File: src/hdl/uvs_div_cell.sv
`timescale 1ns / 1ps

module uvs_div_cell #(
	parameter int NUM_W = 26,
	parameter int DEN_W = 9,
	parameter int QUO_W = 17,
	parameter int STEP  = 0
) (
	input  logic             clk,
	input  logic             en,
	input  logic [NUM_W-1:0] r_in,
	input  logic [DEN_W-1:0] d_in,
	input  logic [QUO_W-1:0] q_in,
	output logic [NUM_W-1:0] r_q,
	output logic [DEN_W-1:0] d_q,
	output logic [QUO_W-1:0] q_q
);

	logic [NUM_W-1:0] dsh;
	logic [NUM_W:0]   diff;
	logic             ge;

	assign dsh  = NUM_W'(d_in) << STEP;
	assign diff = {1'b0, r_in} - {1'b0, dsh};
	assign ge   = !diff[NUM_W];

	always_ff @(posedge clk) begin
		if (en) begin
			r_q <= ge ? diff[NUM_W-1:0] : r_in;
			d_q <= d_in;
			q_q <= {q_in[QUO_W-2:0], ge};
		end
	end

endmodule

File: config.mk
export PLATFORM = sky130hd
export DESIGN_NAME = uvs_div_cell
export DESIGN_NICKNAME = d
export VERILOG_FILES = /design/src/hdl/uvs_div_cell.sv
export SDC_FILE = /design/constraint.sdc
export NUM_CORES = 1
export LEC_CHECK = 0
export BUFFER_PORTS_ARGS = -buffer_cell sky130_fd_sc_hd__buf_2
export CORE_MARGIN = 8
export CORE_UTILIZATION = 43
export DETAILED_ROUTE_END_ITERATION = 8
export GPL_ROUTABILITY_DRIVEN = 0
export HOLD_SLACK_MARGIN = 0.06
export PLACE_DENSITY = 0.78
export SLEW_MARGIN = 5
export SYNTH_ARGS = -nofsm -noshare
export SYNTH_HDL_FRONTEND = slang
export SYNTH_SLANG_ARGS = --single-unit
File: constraint.sdc
create_clock -name clk -period 2.3 [get_ports clk]
set_input_delay 0.23 -clock clk [delete_from_list [all_inputs] [get_ports clk]]
set_output_delay 0.23 -clock clk [all_outputs]
set_load 0.01 [all_outputs]
==> impl_metrics.tcl <==
set metrics [dict create \
    row_count 28 \
    hpwlAfterDp_um 4904 \
    antenna_found_initial 0 \
    port_buffers 104 \
    cts.clk_slew.worst_paths_ns 0.10 \
    crit_chain "buf_2, inv_1, ha_1, inv_1, fa_1, a211oi_2, o21ai_2, buf_4, o311a_1, nor4_1, xor2_1" \
    synth_edf_count 52 \
    grt_max_degree 53 \
    cts_tree "yes" \
    synth_top_area_share_pct 61.97 \
    h-tree-depth 2 \
    ys_types 42 \
    pre_cts_slack_ns -0.2212 \
    fin_nets 393 \
    avgViaCountPerCell 4.956 \
    syn-cell-area_mm2 0.002520 \
    cpMaxStageDelayCell "fa_1" \
    rsz0062_at_grt "false" \
    wl_per_cell_um 15.76 \
    cts_made_buffers 5 \
    fin_util_pct 59.44 \
    p_leak_nw 1.482 \
    ios 106 \
    min_path_type "in -> reg" \
    crit_path_end_kind "flop" \
    synthTopCellsByCount "edfxtp_1 (52), xnor2_1 (16), a21oi_1 (13)" \
    grt_pass1_vias 2069 \
    cpPeakStageDelay_ns 0.40 \
    yosysMostFrequentCell "edfxtp_1" \
    setup_violations 0 \
    fp.dieArea_mm2 0.008566 \
    tightest_slew_ns 0.6620 \
    die_h_um 92.55 \
    worstHoldEndpoint "q_q[16]" \
    totalWireLength_um 6384 \
    required_ns 2.35 \
    yosysWarnings 0 \
    crit_type "in -> reg" \
    clock.fmax_mhz 457.2 \
    worstSetupStartpointType "input pin" \
    finalSetupTns_ns 0 \
    clockRootBuffer "clkbuf_8" \
    seq_area_frac_synth_pct 61.97 \
    core_mm2 0.005781 \
    place_area_mm2 0.003333 \
    yosys.area.top_type "edfxtp_1" \
    dp_cells 397 \
    drv_slew 0 \
    synth-async-reset-ratio_pct 0 \
    post-route-period-util_pct 95.09 \
    layout_setup_ws_ns 0.1130 \
    grt-ovfl-total 0 \
    period_minus_slack_ns 2.187 \
    hold_buffers 0 \
    diodes 0 \
    hold_viol 0 \
    finalPower_mw 2.158 \
    syn_to_final_growth_pct 36.35 \
    clock_sinks 52 \
    drt-initial-drc-count 111 \
    clk_path_buf_depth 2 \
    critical_path_arrival_ns 2.24 \
    firstDrtPassIters 4 \
    die_x_um 92.55 \
    drive_gt1_share_pct 44.85 \
    final_area_mm2 0.003436 \
    hold_depth 1 \
    max_slew_margin_pct 55.87 \
    synth.area.top_cells "edfxtp_1 (62%), xnor2_1 (5.6%), ha_1 (4.5%)" \
    instances_no_fill 405 \
    syn_inst 193 \
    cap_viol_max_count 0 \
    holdWs_ns 0.08899 \
    vias 2007 \
    critPathMaxFanout 4 \
    synth_flop_cell "edfxtp_1" \
    ant_nets 0 \
    ir_worst_vdd_uv 276.8 \
    outcome "complete, no violations" \
    p_per_area_mw_per_mm2 628.0 \
    avgSynthCellArea_um2 13.06 \
    ys_seq_elements 52 \
    drc 0 \
    initial_core_util_pct 43.59 \
    holdCritStartpoint "q_in[15]" \
    grt_pass1_wl_um 10160 \
    grt_use_total_pct 14.89 \
    cpMostUsedCell "inv_1" \
    syn_nets 257 \
]
metal layers:
| layer | routed length (um) | up-vias | track usage (%) |
|---|---|---|---|
| li1 | - | 1002 | - |
| met5 | 0 | - | 0 |
| met2 | 3154 | 67 | 24.91 |
| met4 | 124 | 0 | 6.040 |
| met1 | 2636 | 928 | 17.47 |
| met3 | 469 | 10 | 4.450 |
power breakdown:
group | switching [mW] | internal, mW | total (mW)
combinational | 0.232 | 0.202 | 0.434
sequential | 0.0188 | 1.15 | 1.17
clock | 0.333 | 0.224 | 0.557
total | 0.584 | 1.57 | 2.16
worst max-delay path by stage:
stage	startpoint	depth (start not counted)	endpoint
finish	r_in[0]	11	r_q[24]
global route	r_in[0]	11	r_q[21]
CTS	r_in[0]	11	r_q[23]
detailed placement	r_in[0]	11	r_q[23]
global placement	r_in[0]	11	r_q[12]
floorplan	r_in[12]	6	r_q[24]
critical path: cells and delay by family:
family,cells,cell delay (ns)
AO/OA/AOI/OAI,3,0.71
AND/OR/NAND/NOR,1,0.25
XOR/XNOR,1,0.10
adder cells (fa/ha/maj),2,0.57
buffers and inverters,4,0.37
timing repair:
action / 4_1_cts / 5_1_grt
setup endpoints to repair: 0 / 8
buffers inserted: 0 / 0
gates resized for setup: 0 / 3
logic make-up (layout without fill, tap and decap cells):
kind of cell | after synthesis | count (layout) | share of synthesized area (%)
xor gates and xnor gates | 22 | 22 | 7.646
adders and majority gates | 10 | 10 | 5.263
AOI/OAI and AO/OA | 34 | 34 | 9.235
DFF | 52 | 52 | 61.97
and+or+nand+nor | 59 | 59 | 12.76
muxes | 1 | 1 | 0.3972
buffers and inverters | 15 | 152 | 2.731
flip-flops by register name (all words and copies together) (netlist names):
| name | count |
|---|---|
| d_q | 9 |
| q_q | 17 |
| r_q | 26 |
cell type report:
| cell class | count | area [um^2] |
|---|---|---|
| Multi-Input combinational cell | 126 | 898.4 |
| Sequential cell | 52 | 1562 |
| Timing Repair Buffer | 133 | 742.0 |
| Inverter | 11 | 43.79 |
| Clock buffer | 5 | 68.82 |
| Fill cell | 486 | 2345 |
| Tap cell | 75 | 93.84 |
| Clock inverter | 3 | 27.53 |
layout by cell type, fill, tap and decap left out, types with 2 or more instances in the layout:
cell type / Yosys / routed
nor2b_1: 4 / 4
edfxtp_1: 52 / 52
nand2_1: 10 / 10
o21ai_1: 2 / 2
buf_4: 1 / 28
or4_1: 3 / 3
o21ai_0: 5 / 4
or3_1: 5 / 5
xor2_1: 6 / 6
nor3_1: 6 / 6
ha_1: 9 / 9
nor2_1: 10 / 10
xnor2_1: 16 / 16
nor4_1: 3 / 3
o211ai_1: 2 / 2
buf_2: 1 / 104
nand3_1: 2 / 2
o31ai_1: 2 / 2
clkbuf_8: 0 / 5
inv_1: 10 / 10
nand2b_1: 2 / 2
nand4_1: 7 / 7
a21o_1: 2 / 2
a21oi_1: 13 / 13
No activity file was read; power rests on OpenSTA's default activity.
