File: src/hdl/uvs_pkg.sv
`timescale 1ns / 1ps

package uvs_pkg;

	localparam int BandBitsDefault  = 8;
	localparam int AngleBitsDefault = 16;
	localparam int TexFrac          = 15;
	localparam int CordicSteps      = 24;
	localparam int TrigW            = 32;
	localparam int BandsReset       = 16;
	localparam logic signed [TrigW-1:0] CordicK = 32'sd652032874;
	localparam int Q14One           = 16384;

	typedef enum logic [0:0] {
		REG_LATITUDE_BANDS  = 1'b0,
		REG_LONGITUDE_BANDS = 1'b1
	} cfg_reg_t;

	// Fields that ride alongside the angle datapath.
	typedef struct packed {
		logic [15:0] tex_u;
		logic [15:0] tex_v;
		logic        quad_valid;
		logic [15:0] upper;
		logic [15:0] lower;
		logic [15:0] lonb1;
	} side_t;

	typedef struct packed {
		logic signed [15:0] pos_x;
		logic signed [15:0] pos_y;
		logic signed [15:0] pos_z;
		logic [15:0]        tex_u;
		logic [15:0]        tex_v;
		logic               quad_valid;
		logic [15:0]        upper;
		logic [15:0]        lower;
	} out_t;

	// Arctangent of 2^-step, in units of 2^-32 turn.
	function automatic logic [TrigW-1:0] atan_turn(input int step);
		logic [TrigW-1:0] v;
		unique case (step)
			0:       v = 32'd536870912;
			1:       v = 32'd316933406;
			2:       v = 32'd167458907;
			3:       v = 32'd85004756;
			4:       v = 32'd42667331;
			5:       v = 32'd21354465;
			6:       v = 32'd10679838;
			7:       v = 32'd5340245;
			8:       v = 32'd2670163;
			9:       v = 32'd1335087;
			10:      v = 32'd667544;
			11:      v = 32'd333772;
			12:      v = 32'd166886;
			13:      v = 32'd83443;
			14:      v = 32'd41722;
			15:      v = 32'd20861;
			16:      v = 32'd10430;
			17:      v = 32'd5215;
			18:      v = 32'd2608;
			19:      v = 32'd1304;
			20:      v = 32'd652;
			21:      v = 32'd326;
			22:      v = 32'd163;
			23:      v = 32'd81;
			default: v = '0;
		endcase
		return v;
	endfunction

	function automatic logic signed [15:0] sat_q14(input logic signed [47:0] v);
		logic signed [15:0] r;
		if (v > 48'sd16384)
			r = 16'sd16384;
		else if (v < -48'sd16384)
			r = -16'sd16384;
		else
			r = v[15:0];
		return r;
	endfunction

endpackage

File: src/hdl/uvs_cordic_cell.sv
`timescale 1ns / 1ps

module uvs_cordic_cell #(
	parameter int STEP = 0
) (
	input  logic                                 clk,
	input  logic                                 en,
	input  logic signed [uvs_pkg::TrigW-1:0]     x_in,
	input  logic signed [uvs_pkg::TrigW-1:0]     y_in,
	input  logic signed [uvs_pkg::TrigW-1:0]     z_in,
	input  logic [1:0]                           quad_in,
	output logic signed [uvs_pkg::TrigW-1:0]     x_q,
	output logic signed [uvs_pkg::TrigW-1:0]     y_q,
	output logic signed [uvs_pkg::TrigW-1:0]     z_q,
	output logic [1:0]                           quad_q
);

	logic signed [uvs_pkg::TrigW-1:0] dx;
	logic signed [uvs_pkg::TrigW-1:0] dy;
	logic signed [uvs_pkg::TrigW-1:0] at;

	assign dx = y_in >>> STEP;
	assign dy = x_in >>> STEP;
	assign at = signed'(uvs_pkg::atan_turn(STEP));

	always_ff @(posedge clk) begin
		if (en) begin
			if (!z_in[uvs_pkg::TrigW-1]) begin
				x_q <= x_in - dx;
				y_q <= y_in + dy;
				z_q <= z_in - at;
			end else begin
				x_q <= x_in + dx;
				y_q <= y_in - dy;
				z_q <= z_in + at;
			end
			quad_q <= quad_in;
		end
	end

endmodule

File: config.mk
export PLATFORM = sky130hd
export DESIGN_NAME = uvs_cordic_cell
export DESIGN_NICKNAME = d
export VERILOG_FILES = /design/src/hdl/uvs_pkg.sv /design/src/hdl/uvs_cordic_cell.sv
export SDC_FILE = /design/constraint.sdc
export NUM_CORES = 1
export LEC_CHECK = 0
export BUFFER_PORTS_ARGS = -buffer_cell sky130_fd_sc_hd__buf_2
export CAP_MARGIN = 20
export CORE_ASPECT_RATIO = 0.7
export CORE_MARGIN = 2
export CORE_UTILIZATION = 30
export DETAILED_ROUTE_END_ITERATION = 8
export HOLD_SLACK_MARGIN = 0.03
export PLACE_DENSITY = 0.51
export SYNTH_ARGS = -nofsm -noshare
export SYNTH_HDL_FRONTEND = slang
export SYNTH_SLANG_ARGS = --single-unit
File: constraint.sdc
create_clock -name clk -period 2.96 [get_ports clk]
set_input_delay 0.444 -clock clk [delete_from_list [all_inputs] [get_ports clk]]
set_output_delay 0.444 -clock clk [all_outputs]
set_load 0.1 [all_outputs]
==> out/summary.md, run 1 <==
The fraction of layout instances using a drive strength above 1 was 0.405. The via count of the first global-routing pass is 7864, and the worst setup margin is 60.5 ps. The final max-slew violation count was 0; the count of standard-cell rows was 51. The die covers 29500 um^2. The area after detailed placement is 11700 um^2. The complex-gate fraction of the synthesized area was 0.233; the total negative slack was 0 ps. The max-slew headroom at the worst pin was 0.550. Including well taps, the total number of placed cells is 1725. After synthesis, the mean cell area works out to 9.00 um^2. The number of DRC markers after the initial detailed-route iteration was 784; the HPWL reported at the end of detailed placement was 27700 um. The run finished with clean final reports.

The number of violations of the max-capacitance limit is 0. The post-layout instance count excluding filler cells was 1750. The utilization of the core after routing came out at 0.448. Setup violations remaining at the end of the flow were counted as 0. The critical path contains buffers and inverters numbering 4 combined. The H-tree was split into 3 levels. The fraction of the yosys area taken by sequential cells was 0.346; the share of the synthesized area in the top cell type was 0.346.

The proportion of register bits with asynchronous set or reset after synthesis works out to 0. TritonCTS built the clock tree. Critical path data required time: 3090 ps. For this design, the CTS-stage hold fixing added 0 buffers. During I/O placement, the number of pins put on the boundary was 198.

The number of enable flip-flop cells after synthesis was 97; the total number of vias was 8635. In the layout the commonest cells are 267 x sky130_fd_sc_hd__buf_4, 196 x sky130_fd_sc_hd__buf_2, 100 x sky130_fd_sc_hd__nor2_1. The family with the most delay on the worst path was compound AO/OA/AOI/OAI gates. Leaving out fill and tap cells, the most frequent cell in the layout is sky130_fd_sc_hd__buf_4.

The initial antenna violation count came out at 0. Traced cell by cell, the critical path runs through buf_2, buf_4, ha_1, a2111oi_4, buf_4, a21o_1, nand2_2, o31a_1, a311o_1, buf_4, nand3_1, o31ai_2, xnor2_1. The area growth from synthesis to layout is 47.3%.

The run gives 97 as the number of sinks driven by the clock tree. Of all nets on the critical path, the largest fanout is 2. The worst hold path belongs to the class input pin to register. The synthesized-area fraction occupied by and/or/nand/nor cells is 0.129, and the number of CTS-inserted buffers is 9. In the synthesized netlist the dominant register cell turns out to be sky130_fd_sc_hd__edfxtp_1. The adder-cell share of the synthesized area is 0.149, and the flip-flop and latch count after synthesis is 97.

The final clock period utilization by the worst path is 0.980. For this run, design rule violations remaining after detail routing come to 0. At the pin with the least slew margin, the transition time is 675 ps. The number of antenna diodes in the final layout is 0. The number of nets handed over by synthesis was 1134. After layout, the minimum clock period comes to 2900 ps. The minimum setup slack after placement is -608 ps, and the count of mapped cells out of synthesis is 936. On the critical path, the stage with the largest delay is an instance of sky130_fd_sc_hd__a311o_1. The element type at the critical path start was an input pin.

Summed over all cells, the static leakage comes to 5.74 nW. The logs give 32600 um for the total routed wirelength and 283 uV for the worst ir drop on vdd. The power per cell area came out at 538 nW/um^2. The critical path capture point type was a register. The main combinational cell family by area after synthesis is compound AO/OA/AOI/OAI gates.

The peak per-stage delay on the critical path is 390 ps, and the routability-driven placement congestion ratio is 0.969. Entering global routing, the biggest net connects 63 pins. Once detail routing completed, the nets flagged for antenna violations numbered 0. Dividing the detail-routed wire length by the instance count gives 18.7 um. The tools report the area of the core as 27700 um^2. The clock-pin transition on the worst setup and hold timing paths came out at 70 ps.

Setup repair after global routing could not meet its margin everywhere. The width of the die works out to 204 um. The logs give 76 for the number of distinct library cells after synthesis and 3030 ps for the arrival time of data at the critical path endpoint.

The first TritonRoute pass finished after 5 iterations. The type of the worst setup path was input pin to register. The number of failing hold endpoints at the final stage was 0.

The most numerous cell on the critical path is sky130_fd_sc_hd__buf_4. The count of buffers added on input and output ports is 197. The library cell occupying the most area in the post-synthesis netlist was sky130_fd_sc_hd__edfxtp_1.

The total routing resource utilization after global routing was 0.215; the final layout net count was 1572. In this run the clock root is driven by a sky130_fd_sc_hd__clkbuf_16. After synthesis the cells add up to 8420 um^2. For the yosys synthesis warning count, the log shows 0.

From bottom edge to top edge, the die measures 144 um. Ranked by total cell area, the synthesized netlist is headed by sky130_fd_sc_hd__edfxtp_1 35%, sky130_fd_sc_hd__ha_1 14%, sky130_fd_sc_hd__a21oi_1 6.2%. The average vias per placed instance is 4.93, and the portion of netlist area occupied by mux cells is 0.0168.

In this run the deepest clock path goes through 2 buffers. The xor and xnor fraction of the mapped netlist area is 0.0634, and the highest clock rate is 345 MHz. The run gives 0 as the overall overflow remaining after global route.

The first global-routing pass estimated 48000 um of wire. After routing the design area is 12400 um^2. The tools report the initial standard-cell utilization of the core as 0.304.
==> final cells by class <==
class | count | area [um^2]
clock buffers | 9 | 225
clock inverters | 7 | 83.8
fillers | 2773 | 15300
inverters | 97 | 364
multi-input cells | 703 | 5330
flip-flops and latches | 97 | 2910
well taps | 371 | 464
repair buffers | 466 | 3030
==> state kept, by name, summed over array words and instances (netlist names) <==
signal and flops:
quad_q 2, x_q 31, y_q 32, z_q 32
==> path summary, 6_finish.rpt <==
check	startpoint	to	cells past startpoint
setup / recovery	x_in[4]	y_q[25]	13
hold / removal	z_in[16]	z_q[16]	1
==> cell usage after synthesis (all sizes together) (9+ instances only) <==
cell type    n
clkbuf      16
nor3        23
nor2b       10
o21ai       67
ha          94
o21bai      12
inv         95
xnor2       56
buf         23
nor2       102
nand3       15
a21o        17
mux2i       13
a21oi      105
nand2       43
edfxtp      97
o31ai        9
==> timing repair <==
item                       in CTS  in global routing
resized for setup              21                 57
pin swaps                      11                 36
setup endpoints to repair      15                 24
buffers inserted                4                  6
==> power breakdown <==
part	switching, mW	leakage [nW]	internal [mW]
registers	0.0540	0.949	1.77
clock network	0.531	0.149	0.672
logic	2.59	4.64	1.05
==> per-layer routing <==
metal / global-route usage / vias to the layer above / wire, um
met1: 0.376 / 4011 / 18000
li1: - / 4227 / -
met3: 0.0509 / 6 / 3470
met4: 0.0240 / 0 / 89
met5: 0 / - / 0
met2: 0.251 / 391 / 11100
==> metrics by stage <==
step,total power [mW],hold slack (ps)
after floorplan,4.18,543
after global placement,5.34,621
after detailed placement,5.34,623
after CTS,6.59,262
after global routing,6.95,256
final,6.67,278
==> kinds of logic (layout without fill, tap and decap cells) <==
| kind of cell | Yosys count | after routing |
|---|---|---|
| flip-flops | 97 | 97 |
| XOR/XNOR | 61 | 61 |
| AO/OA/AOI/OAI | 297 | 297 |
| buffers and inverters | 136 | 579 |
| adder cells (fa/ha/maj) | 98 | 98 |
| AND/OR/NAND/NOR | 233 | 233 |
| multiplexers | 14 | 14 |
Note: power is estimated with default switching activity, not from simulation.
==> run 2, diff against run 1 <==
- PLACE_DENSITY: 0.51 -> 0.61
- TNS_END_PERCENT: unset -> 5
==> run 2 against run 1 <==
Sequential power barely moved; critical endpoint is now x_q[29]; first-iteration DRC count up 4.7%; largest cell class unchanged; critical path type unchanged; non-clock buffer count shrank 19; the run now ends with negative setup slack left.
==> out/summary.md, run 2 (synthesized netlist as in run 1, its figures left out) <==
CTS saw 97 sinks. Fill cells in the final layout number 2766. The first global-routing pass estimated 48200 um of wire. Compared with the post-synthesis result, the final layout area differs by 43.2%.

Once detail routing completed, the nets flagged for antenna violations numbered 0. For the worst setup path, the data required time is 3060 ps. The depth of the critical timing path with buffers and inverters included was 12; the static leakage was 5.62 nW. TritonCTS built the clock tree. The power per cell area was 540 nW/um^2. The worst hold path belongs to the class input pin to register. The die covers 29500 um^2. The tools report the overall overflow remaining after global route as 0. The critical path contains buffers and inverters numbering 2 combined.

For this run, design rule violations remaining after detail routing come to 0. The die is 204 um wide. The logs give -2.31 ps for the worst setup margin and 9 for the number of CTS-inserted buffers.

After routing the design area is 12100 um^2. Across all hold checks on the routed design, the worst slack comes to 271 ps. Traced cell by cell, the critical path runs through buf_2, inv_1, ha_1, nand2_1, o21ai_0, nor3_1, and3_1, o31ai_1, a2111oi_1, nor2_1, a21oi_1, xnor2_1. The largest registers in the layout are y_q (32), z_q (32), x_q (31). The run gives 27600 um as the HPWL reported at the end of detailed placement. Family with the most delay on the worst path: compound AO/OA/AOI/OAI gates. The tools report the worst setup path endpoint as x_q[29]. The flow ran to the end, but the final reports show violations. The start point of the critical path is x_in[15].

The via count of the first global-routing pass came out at 7938. For this run, the detailed router's first-pass iteration total came to 5. STA classifies the critical path startpoint as an input pin. Setup repair after global routing could not meet its margin everywhere. The final max-slew violation count came out at 0. The initial antenna violation count was 0. STA classifies the critical path endpoint as a register.

Across all layers, the routed design uses 8721 vias. The floorplan step set the die height to 144 um. The H-tree was split into 3 levels. Summing all flip-flop and latch instances after layout gives 2910 um^2. The number of violations of the max-capacitance limit was 0. The tools report the total routing resource utilization after global routing as 0.216. Clock tree synthesis selected as its root buffer the cell sky130_fd_sc_hd__clkbuf_16. The library cell used most frequently in the layout, excluding fill and tap cells, is sky130_fd_sc_hd__buf_4. The initial standard-cell utilization of the core is 0.304, and the highest clock rate is 338 MHz. The worst path needs 2960 ps of the cycle, external delays included. The core region is 27700 um^2.

The setup violation total in the final timing report came out at 1. The maximum number of pins on one net before global-route repair was 78. The clock-pin transition on the worst setup and hold timing paths was 70 ps; the actual slew at the worst max-slew pin was 862 ps.

The logs give 0.420 for the max-slew headroom at the worst pin and 288 uV for the worst ir drop on vdd. The final clock period utilization by the worst path is 1.00, and the number of DRC markers after the initial detailed-route iteration is 821. For this block, the routed nets add up to 32500 um of wire.

The area after detailed placement was 11600 um^2; the peak per-stage delay on the critical path was 520 ps. Number of failing hold endpoints at the final stage: 0. The setup path with the least slack is of type input pin to register. Adding up every negative setup slack in the final design gives -2.31 ps. The final reports fail on negative setup slack. Routability-driven placement finished with a final weighted congestion of 1.02. In the final design database the tool counted 1553 nets.

In the final routed layout, each cell accounts on average for 18.8 um. The repair_antennas step left the layout with diodes totalling 0. In the layout the commonest cells are 246 x sky130_fd_sc_hd__buf_4, 196 x sky130_fd_sc_hd__buf_2, 101 x sky130_fd_sc_hd__nor2_1.

At the worst endpoint, the arrival time is 3060 ps. Cell with the largest stage delay on the worst path: sky130_fd_sc_hd__ha_1. The maximum buffer depth of the clock tree was 2. The logs give 5110 um^2 for the multi-input combinational cell area and 51 for the count of standard-cell rows.

Input and output buffers added on the ports amount to 197. After detailed routing, the number of vias per cell comes to 5.04. In this run the count of I/O pins placed on the die edge is 198. The number of hold-repair buffers added at the cts stage was 0. The fraction of layout instances using a drive strength above 1 was 0.374; the largest fanout of any net on the critical path was 7.
[run 2: changes by cell type in the layout (fill, tap and decap cells not counted), moves of 3 or more]
cell	delta
sky130_fd_sc_hd__buf_4	-21
sky130_fd_sc_hd__ha_1	+7
sky130_fd_sc_hd__ha_4	-5
sky130_fd_sc_hd__o21ai_2	-5
sky130_fd_sc_hd__a21oi_1	+4
sky130_fd_sc_hd__a21oi_2	-4
sky130_fd_sc_hd__buf_12	+3
sky130_fd_sc_hd__o21ai_0	+3
[run 2: per-stage QoR]
step | setup WS (ps) | cells | util | total power, mW
after floorplan | 108 | 936 | - | 4.18
after global placement | -557 | 1711 | 0.419 | 5.33
after detailed placement | -519 | 1711 | 0.419 | 5.32
after CTS | 17.6 | 1728 | 0.431 | 6.48
after global routing | -63.7 | 1731 | 0.435 | 6.80
final | -2.31 | 1731 | 0.435 | 6.52
[run 2: repair_timing]
item                                   CTS  global route
setup buffers                            1             3
setup endpoints to repair               11            26
gates resized for setup                 11            24
endpoints found under the hold margin    0             0
pin swaps                                2            10
[run 2: cell type report]
type                    count  share of cell area
inverters                  97              0.0302
multi-input cells         703               0.424
repair buffers            447               0.242
clock buffers               9              0.0187
well taps                 371              0.0385
clock inverters             7             0.00508
flip-flops and latches     97               0.242
[run 2: how the worst min path moves through the flow]
stage               startpoint   endpoint  slack, ps  cells past startpoint
finish                z_in[26]    z_q[26]        270                      1
global route          z_in[23]    z_q[23]        250                      1
detailed placement    z_in[26]    z_q[26]        620                      1
global placement       z_in[8]     z_q[8]        620                      1
floorplan           quad_in[0]  quad_q[0]        540                      0
CTS                   z_in[23]    z_q[23]        260                      1
[run 2: layer usage]
metal  vias up  part of all wire  track usage
met3        14              0.11       0.0667
met1      4113              0.54        0.366
met5         -                 0            0
li1       4195                 -            -
met2       399              0.34        0.252
met4         0            0.0062       0.0309
[run 2: where the power goes]
part / switching (mW) / total (mW) / internal [mW]
Clock: 0.543 / 1.13 / 0.588
Sequential: 0.0527 / 1.82 / 1.77
Combinational: 2.57 / 3.57 / 1.00
