===== config.mk =====
export PLATFORM = sky130hd
export DESIGN_NAME = uvs_out_buf
export DESIGN_NICKNAME = d
export VERILOG_FILES = /design/src/hdl/uvs_pkg.sv /design/src/hdl/uvs_out_buf.sv
export SDC_FILE = /design/constraint.sdc
export NUM_CORES = 1
export LEC_CHECK = 0
export BUFFER_PORTS_ARGS = -buffer_cell sky130_fd_sc_hd__clkbuf_2
export CORE_MARGIN = 2
export CORE_UTILIZATION = 40
export CTS_BUF_LIST = sky130_fd_sc_hd__clkbuf_16
export DETAILED_ROUTE_END_ITERATION = 8
export PLACE_DENSITY_LB_ADDON = 0.12
export SYNTH_ARGS = -nofsm -noshare
export SYNTH_HDL_FRONTEND = slang
export SYNTH_SLANG_ARGS = --single-unit

===== constraint.sdc =====
create_clock -name clk -period 8.6 [get_ports clk]
set_clock_uncertainty 0.2 [all_clocks]
set_input_delay 0.43 -clock clk [delete_from_list [all_inputs] [get_ports clk]]
set_output_delay 0.43 -clock clk [all_outputs]
set_load 0.01 [all_outputs]

===== src/hdl/uvs_pkg.sv =====
`timescale 1ns / 1ps

package uvs_pkg;

	localparam int BandBitsDefault  = 8;
	localparam int AngleBitsDefault = 16;
	localparam int TexFrac          = 15;
	localparam int CordicSteps      = 24;
	localparam int TrigW            = 32;
	localparam int BandsReset       = 16;
	localparam logic signed [TrigW-1:0] CordicK = 32'sd652032874;
	localparam int Q14One           = 16384;

	typedef enum logic [0:0] {
		REG_LATITUDE_BANDS  = 1'b0,
		REG_LONGITUDE_BANDS = 1'b1
	} cfg_reg_t;

	// Fields that ride alongside the angle datapath.
	typedef struct packed {
		logic [15:0] tex_u;
		logic [15:0] tex_v;
		logic        quad_valid;
		logic [15:0] upper;
		logic [15:0] lower;
		logic [15:0] lonb1;
	} side_t;

	typedef struct packed {
		logic signed [15:0] pos_x;
		logic signed [15:0] pos_y;
		logic signed [15:0] pos_z;
		logic [15:0]        tex_u;
		logic [15:0]        tex_v;
		logic               quad_valid;
		logic [15:0]        upper;
		logic [15:0]        lower;
	} out_t;

	// Arctangent of 2^-step, in units of 2^-32 turn.
	function automatic logic [TrigW-1:0] atan_turn(input int step);
		logic [TrigW-1:0] v;
		unique case (step)
			0:       v = 32'd536870912;
			1:       v = 32'd316933406;
			2:       v = 32'd167458907;
			3:       v = 32'd85004756;
			4:       v = 32'd42667331;
			5:       v = 32'd21354465;
			6:       v = 32'd10679838;
			7:       v = 32'd5340245;
			8:       v = 32'd2670163;
			9:       v = 32'd1335087;
			10:      v = 32'd667544;
			11:      v = 32'd333772;
			12:      v = 32'd166886;
			13:      v = 32'd83443;
			14:      v = 32'd41722;
			15:      v = 32'd20861;
			16:      v = 32'd10430;
			17:      v = 32'd5215;
			18:      v = 32'd2608;
			19:      v = 32'd1304;
			20:      v = 32'd652;
			21:      v = 32'd326;
			22:      v = 32'd163;
			23:      v = 32'd81;
			default: v = '0;
		endcase
		return v;
	endfunction

	function automatic logic signed [15:0] sat_q14(input logic signed [47:0] v);
		logic signed [15:0] r;
		if (v > 48'sd16384)
			r = 16'sd16384;
		else if (v < -48'sd16384)
			r = -16'sd16384;
		else
			r = v[15:0];
		return r;
	endfunction

endpackage


===== src/hdl/uvs_out_buf.sv =====
`timescale 1ns / 1ps

module uvs_out_buf (
	input  logic          clk,
	input  logic          arst_n,
	input  logic          push,
	input  uvs_pkg::out_t push_data,
	input  logic          out_stall,
	output logic          out_valid,
	output uvs_pkg::out_t out_data,
	output logic          room
);

	uvs_pkg::out_t mem_q [2];
	logic [1:0]    count_q;
	logic          wr_q;
	logic          rd_q;
	logic          pop;

	assign out_valid = (count_q != 2'd0);
	assign pop       = out_valid && !out_stall;
	assign room      = (count_q != 2'd2);
	assign out_data  = mem_q[rd_q];

	always_ff @(posedge clk) begin
		if (push)
			mem_q[wr_q] <= push_data;
	end

	always_ff @(posedge clk or negedge arst_n) begin
		if (!arst_n) begin
			count_q <= 2'd0;
			wr_q    <= 1'b0;
			rd_q    <= 1'b0;
		end else begin
			count_q <= count_q + 2'(push) - 2'(pop);
			if (push)
				wr_q <= !wr_q;
			if (pop)
				rd_q <= !rd_q;
		end
	end

	a_no_overfill: assert property (@(posedge clk) disable iff (!arst_n)
		count_q == 2'd2 |-> !push)
		else $error("transaction pushed into a full output buffer");

	a_count_range: assert property (@(posedge clk) disable iff (!arst_n)
		count_q != 2'd3)
		else $error("output buffer count out of range");

	a_stalled_stable: assert property (@(posedge clk) disable iff (!arst_n)
		out_valid && out_stall |=> $stable(out_data))
		else $error("stalled output transaction changed");

endmodule


==> results of run 1 <==
-- state kept, by name, indices dropped and copies added (netlist names) --
name and cells:
rd_q 1, mem_q 226, count_q 2, wr_q 1
-- synthesized netlist by cell type --
| library cell | instances | area [µm²] |
|---|---|---|
| edfxtp_1 | 226 | 6790 |
| mux2_4 | 60 | 901 |
| mux2_2 | 53 | 597 |
| buf_6 | 7 | 78.8 |
| buf_2 | 5 | 25.0 |
| dfrtp_1 | 4 | 100 |
| inv_1 | 3 | 11.3 |
| xnor2_1 | 3 | 26.3 |
| ha_1 | 2 | 25.0 |
| and2_1 | 1 | 6.26 |
| buf_8 | 1 | 15.0 |
| nand2_1 | 1 | 3.75 |
| nor2b_1 | 1 | 6.26 |
| o21bai_1 | 1 | 7.51 |
| or2_2 | 1 | 6.26 |
| xor2_1 | 1 | 8.76 |
-- critical path, cell delays in order (launching register included) --
cell and delay, ns:
dfrtp_4 1.04, buf_4 0.89, mux2_2 0.43, clkbuf_2 0.13
-- routing by layer --
metal  track usage  vias to the layer above  share of wire
li1              -                     2203              -
met1         0.171                     2255           0.40
met2         0.258                      164           0.50
met3        0.0412                       29          0.078
met4        0.0364                        0          0.018
met5             0                        -              0
-- power by group --
| group | total, mW | switching, mW | internal [mW] |
|---|---|---|---|
| clock | 0.985 | 0.402 | 0.583 |
| sequential | 1.60 | 0.112 | 1.49 |
| combinational | 1.05 | 0.505 | 0.545 |
-- metrics by stage --
| stage | power, mW | worst slack [ns] | hold WS (ns) | utilization |
|---|---|---|---|---|
| 2_1_floorplan | 2.33 | 2.40 | -0.0656 | - |
| 3_3_place_gp | 2.65 | 5.37 | 0.0407 | 0.476 |
| 6_report | 3.64 | 4.92 | 0.0509 | 0.566 |
| 5_1_grt | 3.82 | 4.74 | 0.0550 | 0.566 |
| 3_5_place_dp | 2.66 | 5.37 | 0.0463 | 0.476 |
| 4_1_cts | 3.70 | 4.83 | 0.0336 | 0.566 |
-- area by class of cell --
cell class	count	area, µm²	area share
inverter	3	11.3	0.000943
clock buffer	25	626	0.0524
tap	275	344	0.0288
timing repair buffer	350	2340	0.196
multi-input combinational	124	1600	0.134
clock inverter	20	134	0.0112
sequential	230	6890	0.577
-- how the worst min path moves through the flow --
stage,cells past startpoint,start,slack [ns],to
floorplan,0,arst_n,-0.07,count_q[0]
global placement,1,arst_n,0.04,count_q[0]
detailed placement,1,arst_n,0.05,count_q[0]
CTS,3,out_stall,0.03,rd_q
global route,3,out_stall,0.05,rd_q
finish,3,out_stall,0.05,rd_q
-- cells by family (layout without fill, tap and decap cells) --
kind of cell | count (synthesis) | count (layout)
flops | 230 | 230
mux | 113 | 113
buf+inv | 16 | 398
xor+xnor | 4 | 4
simple gates | 4 | 4
fa+ha+maj | 2 | 2
compound gates | 1 | 1
==> metrics.md, run 1 <==
| Metric | Value |
|---|---|
| Lkg Pwr | 4.78 nW |
| H-Tree Depth | 1 |
| Tightest Hold Check Type | in2reg |
| Placed Area | 10000 µm² |
| Area grow syn2layout | 38.8% |
| Setup TNS | 0 ns |
| Post-Syn Nets | 489 |
| CP Data Required Time | 7.97 ns |
| Synth cell types | 16 |
| CTS root buf | clkbuf_16 |
| Rel. slew slack | 0.350 |
| Fillers | 1653 |
| Adder-cell share of the synthesized area | 0.00291 |
| DRT iter0 DRCs | 160 |
| CP endpoint kind | primary output |
| FMAX | 272 MHz |
| Flop2flop setup slack | 6.10 ns |
| DRC errors left | 0 |
| Worst Max-Slew Pin Slew | 0.975 ns |
| Resize count post-CTS | 0 |
| Compound-gate portion of the synthesized area | 0.000872 |
| Mux share of post-synthesis cell area | 0.174 |
| Yosys warning count | 0 |
| Vias per inst | 4.53 |
| CORE AREA | 21100 µm² |
| Clk buf depth | 3 |
| Remaining global-route overflow | 0 |
| Starting Density | 0.408 |
| PD cells | 305 nW/µm² |
| FF-to-FF End | mem_q[1][15] |
| Routed Antenna Nets | 0 |
| Setup crit start | rd_q |
| Startpoint Class | flop |
| PortBufs | 231 |
| Clock slew at reported path FFs | 0.06 ns |
| Slew Limit Fails | 0 |
| RSZ-0062 raised after global routing | false |
| Post-DP HPWL | 10400 µm |
| GP Congestion | 0.693 |
| Setup violators final | 0 |
| DIE AREA | 22700 µm² |
| Final min period | 3.68 ns |
| Layout cells sized above 1 | 0.511 |
| CTS tree | done |
| CTS Buf Count | 25 |
| R2r startpoint | wr_q |
| Final Hold Vio Count | 0 |
| CTS hold repair buffers | 115 |
| Mapped Area | 8600 µm² |
| Worst-path fanout max | 62 |
| Nets@finish | 853 |
| Placed insts | 867 |
| Critical path capture point | out_data[112] |
| I/O Pins | 232 |
| Critical Path AT | 3.05 ns |
| First-pass GRT wire length | 25300 µm |
| Pin count of the biggest net entering global routing | 66 |
| Post-CTS Setup Bufs | 0 |
| Synth Area in Simple Gates | 0.00262 |
| Synthesized netlist cell count | 370 |
| Status | complete, no violations |
| Commonest non-fill, non-tap cell in the layout | clkbuf_2 |
| Die Y | 151 µm |
| Number of global-route vias before repair | 5088 |
| Post-layout instance area | 11900 µm² |
| Syn avg cell area | 23.3 µm² |
| Overall routing resource usage | 0.144 |
| Max Cap Viol | 0 |
| Max IR drop VDD | 0.160 mV |
| Diode count | 0 |
| Rows | 53 |
| Tcrit/Tclk final | 0.428 |
| Via count | 4651 |
| Die extent in x | 151 µm |
| XOR/XNOR Fraction of Synth Area | 0.00407 |
| Most frequent cells in the layout | clkbuf_2, edfxtp_1, dlygate4sd3_1 |
| Sequential-to-total area share from yosys stat | 0.800 |
| Number of antenna violations at the first check in global routing | 0 |
| Largest family of logic cells by synthesized area | multiplexers |
| #FFs+latches synth | 230 |
| WL final | 16700 µm |
| WL/cell | 16.3 µm |
| Setup CP Type | reg2out |
| Clock latency on the worst-skew pair | 0.50 ns |
| Non-filler cells, final | 1027 |
| Worst r2r path cells | 2 |
| # clock sinks | 230 |
| Initial DRT Pass Iterations | 4 |
Note: power is estimated with default switching activity, not from simulation.
==> run 2, diff against run 1 <==
Settings changed: ABC_AREA from default to 1.
Clock period 8.6 ns to 3.6 ns, I/O delays scaled along.
==> metrics.md, run 2 <==
| Metric | Value |
|---|---|
| Synth cell types | 12 (was 16) |
| RSZ-0062 raised after global routing | false (unchanged) |
| Yosys warning count | 0 (unchanged) |
| CP endpoint kind | primary output (unchanged) |
| DIE AREA | 22400 µm² (was 22700 µm²) |
| H-Tree Depth | 1 (unchanged) |
| Startpoint Class | flop (unchanged) |
| Yosys top cell by area | edfxtp_1 (unchanged) |
| Lkg Pwr | 5.14 nW (was 4.78 nW) |
| Combinational power share | 0.298 (was 0.289) |
| Top-count cell post-synth | nand2_1 (was edfxtp_1) |
| Clock Power Share | 0.267 (was 0.271) |
| DRC errors left | 0 (unchanged) |
| CP max stage cell | dfrtp_4 (unchanged) |
| Most frequent cells in the layout | nand2_1, clkbuf_2, edfxtp_1 (was clkbuf_2, edfxtp_1, dlygate4sd3_1) |
| Starting Density | 0.405 (was 0.408) |
| Sequential-to-total area share from yosys stat | 0.813 (was 0.800) |
| Clk buf depth | 3 (unchanged) |
| Final Hold Vio Count | 0 (unchanged) |
| Status | complete, no violations (unchanged) |
| R2r startpoint | rd_q (was wr_q) |
| CP Data Required Time | 3.22 ns (was 7.97 ns) |
| Resize count post-CTS | 0 (unchanged) |
| XOR/XNOR Fraction of Synth Area | 0.00103 (was 0.00407) |
| PnR Total Power | 8.72 mW (was 3.64 mW) |
| Setup TNS | 0 ns (unchanged) |
| Synth Area in Simple Gates | 0.157 (was 0.00262) |
| Via count | 5741 (was 4651) |
| Initial DRT Pass Iterations | 4 (unchanged) |
| Vias per inst | 4.53 (about the same) |
| #FFs+latches synth | 230 (unchanged) |
| Area grow syn2layout | 39.2% (was 38.8%) |
| Most frequent cell on the critical path | nand2_1 |
| Placed insts | 1107 (was 867) |
| Non-filler cells, final | 1266 (was 1027) |
| Commonest non-fill, non-tap cell in the layout | nand2_1 (was clkbuf_2) |
| Overall routing resource usage | 0.161 (was 0.144) |
| Critical Path AT | 2.59 ns (was 3.05 ns) |
| Crit path cell chain | inv_4 -> buf_12 -> nand2_1 -> nand2_1 -> clkbuf_2 (was buf_4 -> mux2_2 -> clkbuf_2) |
| Largest Register | mem_q (unchanged) |
| Routed Antenna Nets | 0 (unchanged) |
| Worst min-delay path endpoint | mem_q[0][9] (was rd_q) |
| Pin count of the biggest net entering global routing | 67 (was 66) |
| Synthesized netlist cell count | 621 (was 370) |
| Number of global-route vias before repair | 5850 (was 5088) |
| Fraction of registers with async set/reset | 0.0174 (unchanged) |
| Commonest cells post-synth | nand2_1, edfxtp_1, buf_2 (was edfxtp_1, mux2_4, mux2_2) |
| Max Cap Viol | 0 (unchanged) |
| Mapped Area | 8470 µm² (was 8600 µm²) |
| FMAX | 337 MHz |
| Synth top area share | 0.801 (was 0.789) |
| WHS | 0.203 ns (was 0.0509 ns) |
| Mux share of post-synthesis cell area | 0 (was 0.174) |
| Max IR drop VDD | 0.392 mV (was 0.160 mV) |
| Number of flops mapped to enable cells by yosys | 226 (unchanged) |
| PD cells | 740 nW/µm² (was 305 nW/µm²) |
| CTS root buf | clkbuf_16 (unchanged) |
| Nets@finish | 1094 (was 853) |
| Syn avg cell area | 13.6 µm² (was 23.3 µm²) |
| Rel. slew slack | 0.383 (was 0.350) |
| Sequential power share | 0.434 (was 0.441) |
| Setup violators final | 0 (unchanged) |
| CORE AREA | 20900 µm² (was 21100 µm²) |
| Synth Flop Type | edfxtp_1 (unchanged) |
| Clock latency on the worst-skew pair | 0.50 ns (about the same) |
| Compound-gate portion of the synthesized area | 0 (was 0.000872) |
| I/O Pins | 232 (unchanged) |
| Worst Max-Slew Pin Slew | 0.926 ns (was 0.975 ns) |
| Post-Syn Nets | 740 (was 489) |
| WL final | 18600 µm (was 16700 µm) |
| Die extent in x | 150 µm (was 151 µm) |
| WL/cell | 14.7 µm (was 16.3 µm) |
| CTS Buf Count | 24 (was 25) |
| Final core occ | 0.564 (was 0.566) |
| PortBufs | 231 (unchanged) |
| DRT iter0 DRCs | 208 (was 160) |
| Diode count | 0 (unchanged) |
| Synth area leaders | edfxtp_1, nand2_1, dfrtp_1 (was edfxtp_1, mux2_4, mux2_2) |
| Power Internal | 5.85 mW (was 2.62 mW) |
| Clock slew at reported path FFs | 0.06 ns (about the same) |
| Number of antenna violations at the first check in global routing | 0 (unchanged) |
| WHS Path Cells | 2 (was 3) |
| CP max stage delay | 0.75 ns (was 1.04 ns) |
| Post-DP HPWL | 11300 µm (was 10400 µm) |
| Setup CP Type | reg2out (unchanged) |
| Final min period | 2.97 ns |
| Switching Share | 0.329 (was 0.280) |
| Layout cells sized above 1 | 0.275 (was 0.511) |
| Remaining global-route overflow | 0 (unchanged) |
| Worst-path fanout max | 60 (was 62) |
| Largest family of logic cells by synthesized area | simple AND/OR/NAND/NOR gates (was multiplexers) |
| Worst r2r path cells | 4 (was 2) |
| First-pass GRT wire length | 28300 µm (was 25300 µm) |
| Rows | 53 (unchanged) |
| Sw Pwr | 2.87 mW (was 1.02 mW) |
| Die Y | 150 µm (was 151 µm) |
| Tightest Hold Check Type | in2reg (unchanged) |
| Slew Limit Fails | 0 (unchanged) |
| Adder-cell share of the synthesized area | 0.00296 (was 0.00291) |
| CTS tree | done (unchanged) |
| GP Congestion | 0.743 (was 0.693) |
| Tcrit/Tclk final | 0.824 |
| Flop2flop setup slack | 1.40 ns (was 6.10 ns) |
| Top Registers | mem_q x226, count_q x2 (unchanged) |
| Hold Startpoint | push_data[9] (was out_stall) |
| FF-to-FF End | rd_q (was mem_q[1][15]) |
| # clock sinks | 230 (unchanged) |
| Max reg flops | 226 (unchanged) |
==> run 2: worst max-delay path by stage <==
stage / endpoint / from / slack [ns]
5_1_grt: out_data[95] / rd_q / 0.46
4_1_cts: out_data[107] / rd_q / 0.60
3_5_place_dp: out_data[99] / rd_q / 1.14
2_1_floorplan: mem_q[1][0] / wr_q / 0.28
3_3_place_gp: out_data[107] / rd_q / 1.16
6_report: out_data[99] / rd_q / 0.63
==> run 2: timing repair <==
| action | in CTS | in global routing |
|---|---|---|
| buffers inserted | 0 | 0 |
| endpoints found under the hold margin | 234 | 0 |
| hold buffers | 117 | 0 |
==> run 2: logic make-up (layout without fill, tap and decap cells) <==
logic type	count (synthesis)	count (layout)
buffers and inverters	35	405
and+or+nand+nor	353	353
DFF	230	230
adders and majority gates	2	2
xor gates and xnor gates	1	1
==> run 2: routing by layer <==
| metal | GRT usage | routed length [µm] |
|---|---|---|
| met1 | 0.189 | 7410 |
| met3 | 0.0360 | 1160 |
| met4 | 0.0467 | 405 |
| met5 | 0 | 0 |
| met2 | 0.296 | 9620 |
==> run 2: worst max-delay path: cells and delay by family (launching register included) <==
| family | cells | cell delay [ns] |
|---|---|---|
| buf+inv | 3 | 1.06 |
| flops | 1 | 0.75 |
| simple gates | 2 | 0.20 |
==> run 2: layout make-up <==
cell class	count	area, µm²
repair buffers	353	2390
inverters	10	42.5
multi-input cells	356	1370
flip-flops and latches	230	6890
clock buffers	25	626
well taps	275	344
clock inverters	17	126
fillers	1752	9100
==> run 2: stage by stage <==
| step | cell area [µm²] | worst slack [ns] |
|---|---|---|
| after floorplan | 8480 | 0.276 |
| after global placement | 9860 | 1.16 |
| after detailed placement | 9860 | 1.14 |
| after CTS | 11800 | 0.605 |
| after global routing | 11800 | 0.462 |
| final | 11800 | 0.632 |
==> run 2: power groups by stage <==
stage	clock network [mW]	logic [mW]	registers, mW
after floorplan	0	1.61	3.74
after global placement	0	2.52	3.83
after detailed placement	0	2.56	3.84
after CTS	2.40	2.67	3.79
after global routing	2.51	2.91	3.84
final	2.33	2.60	3.78
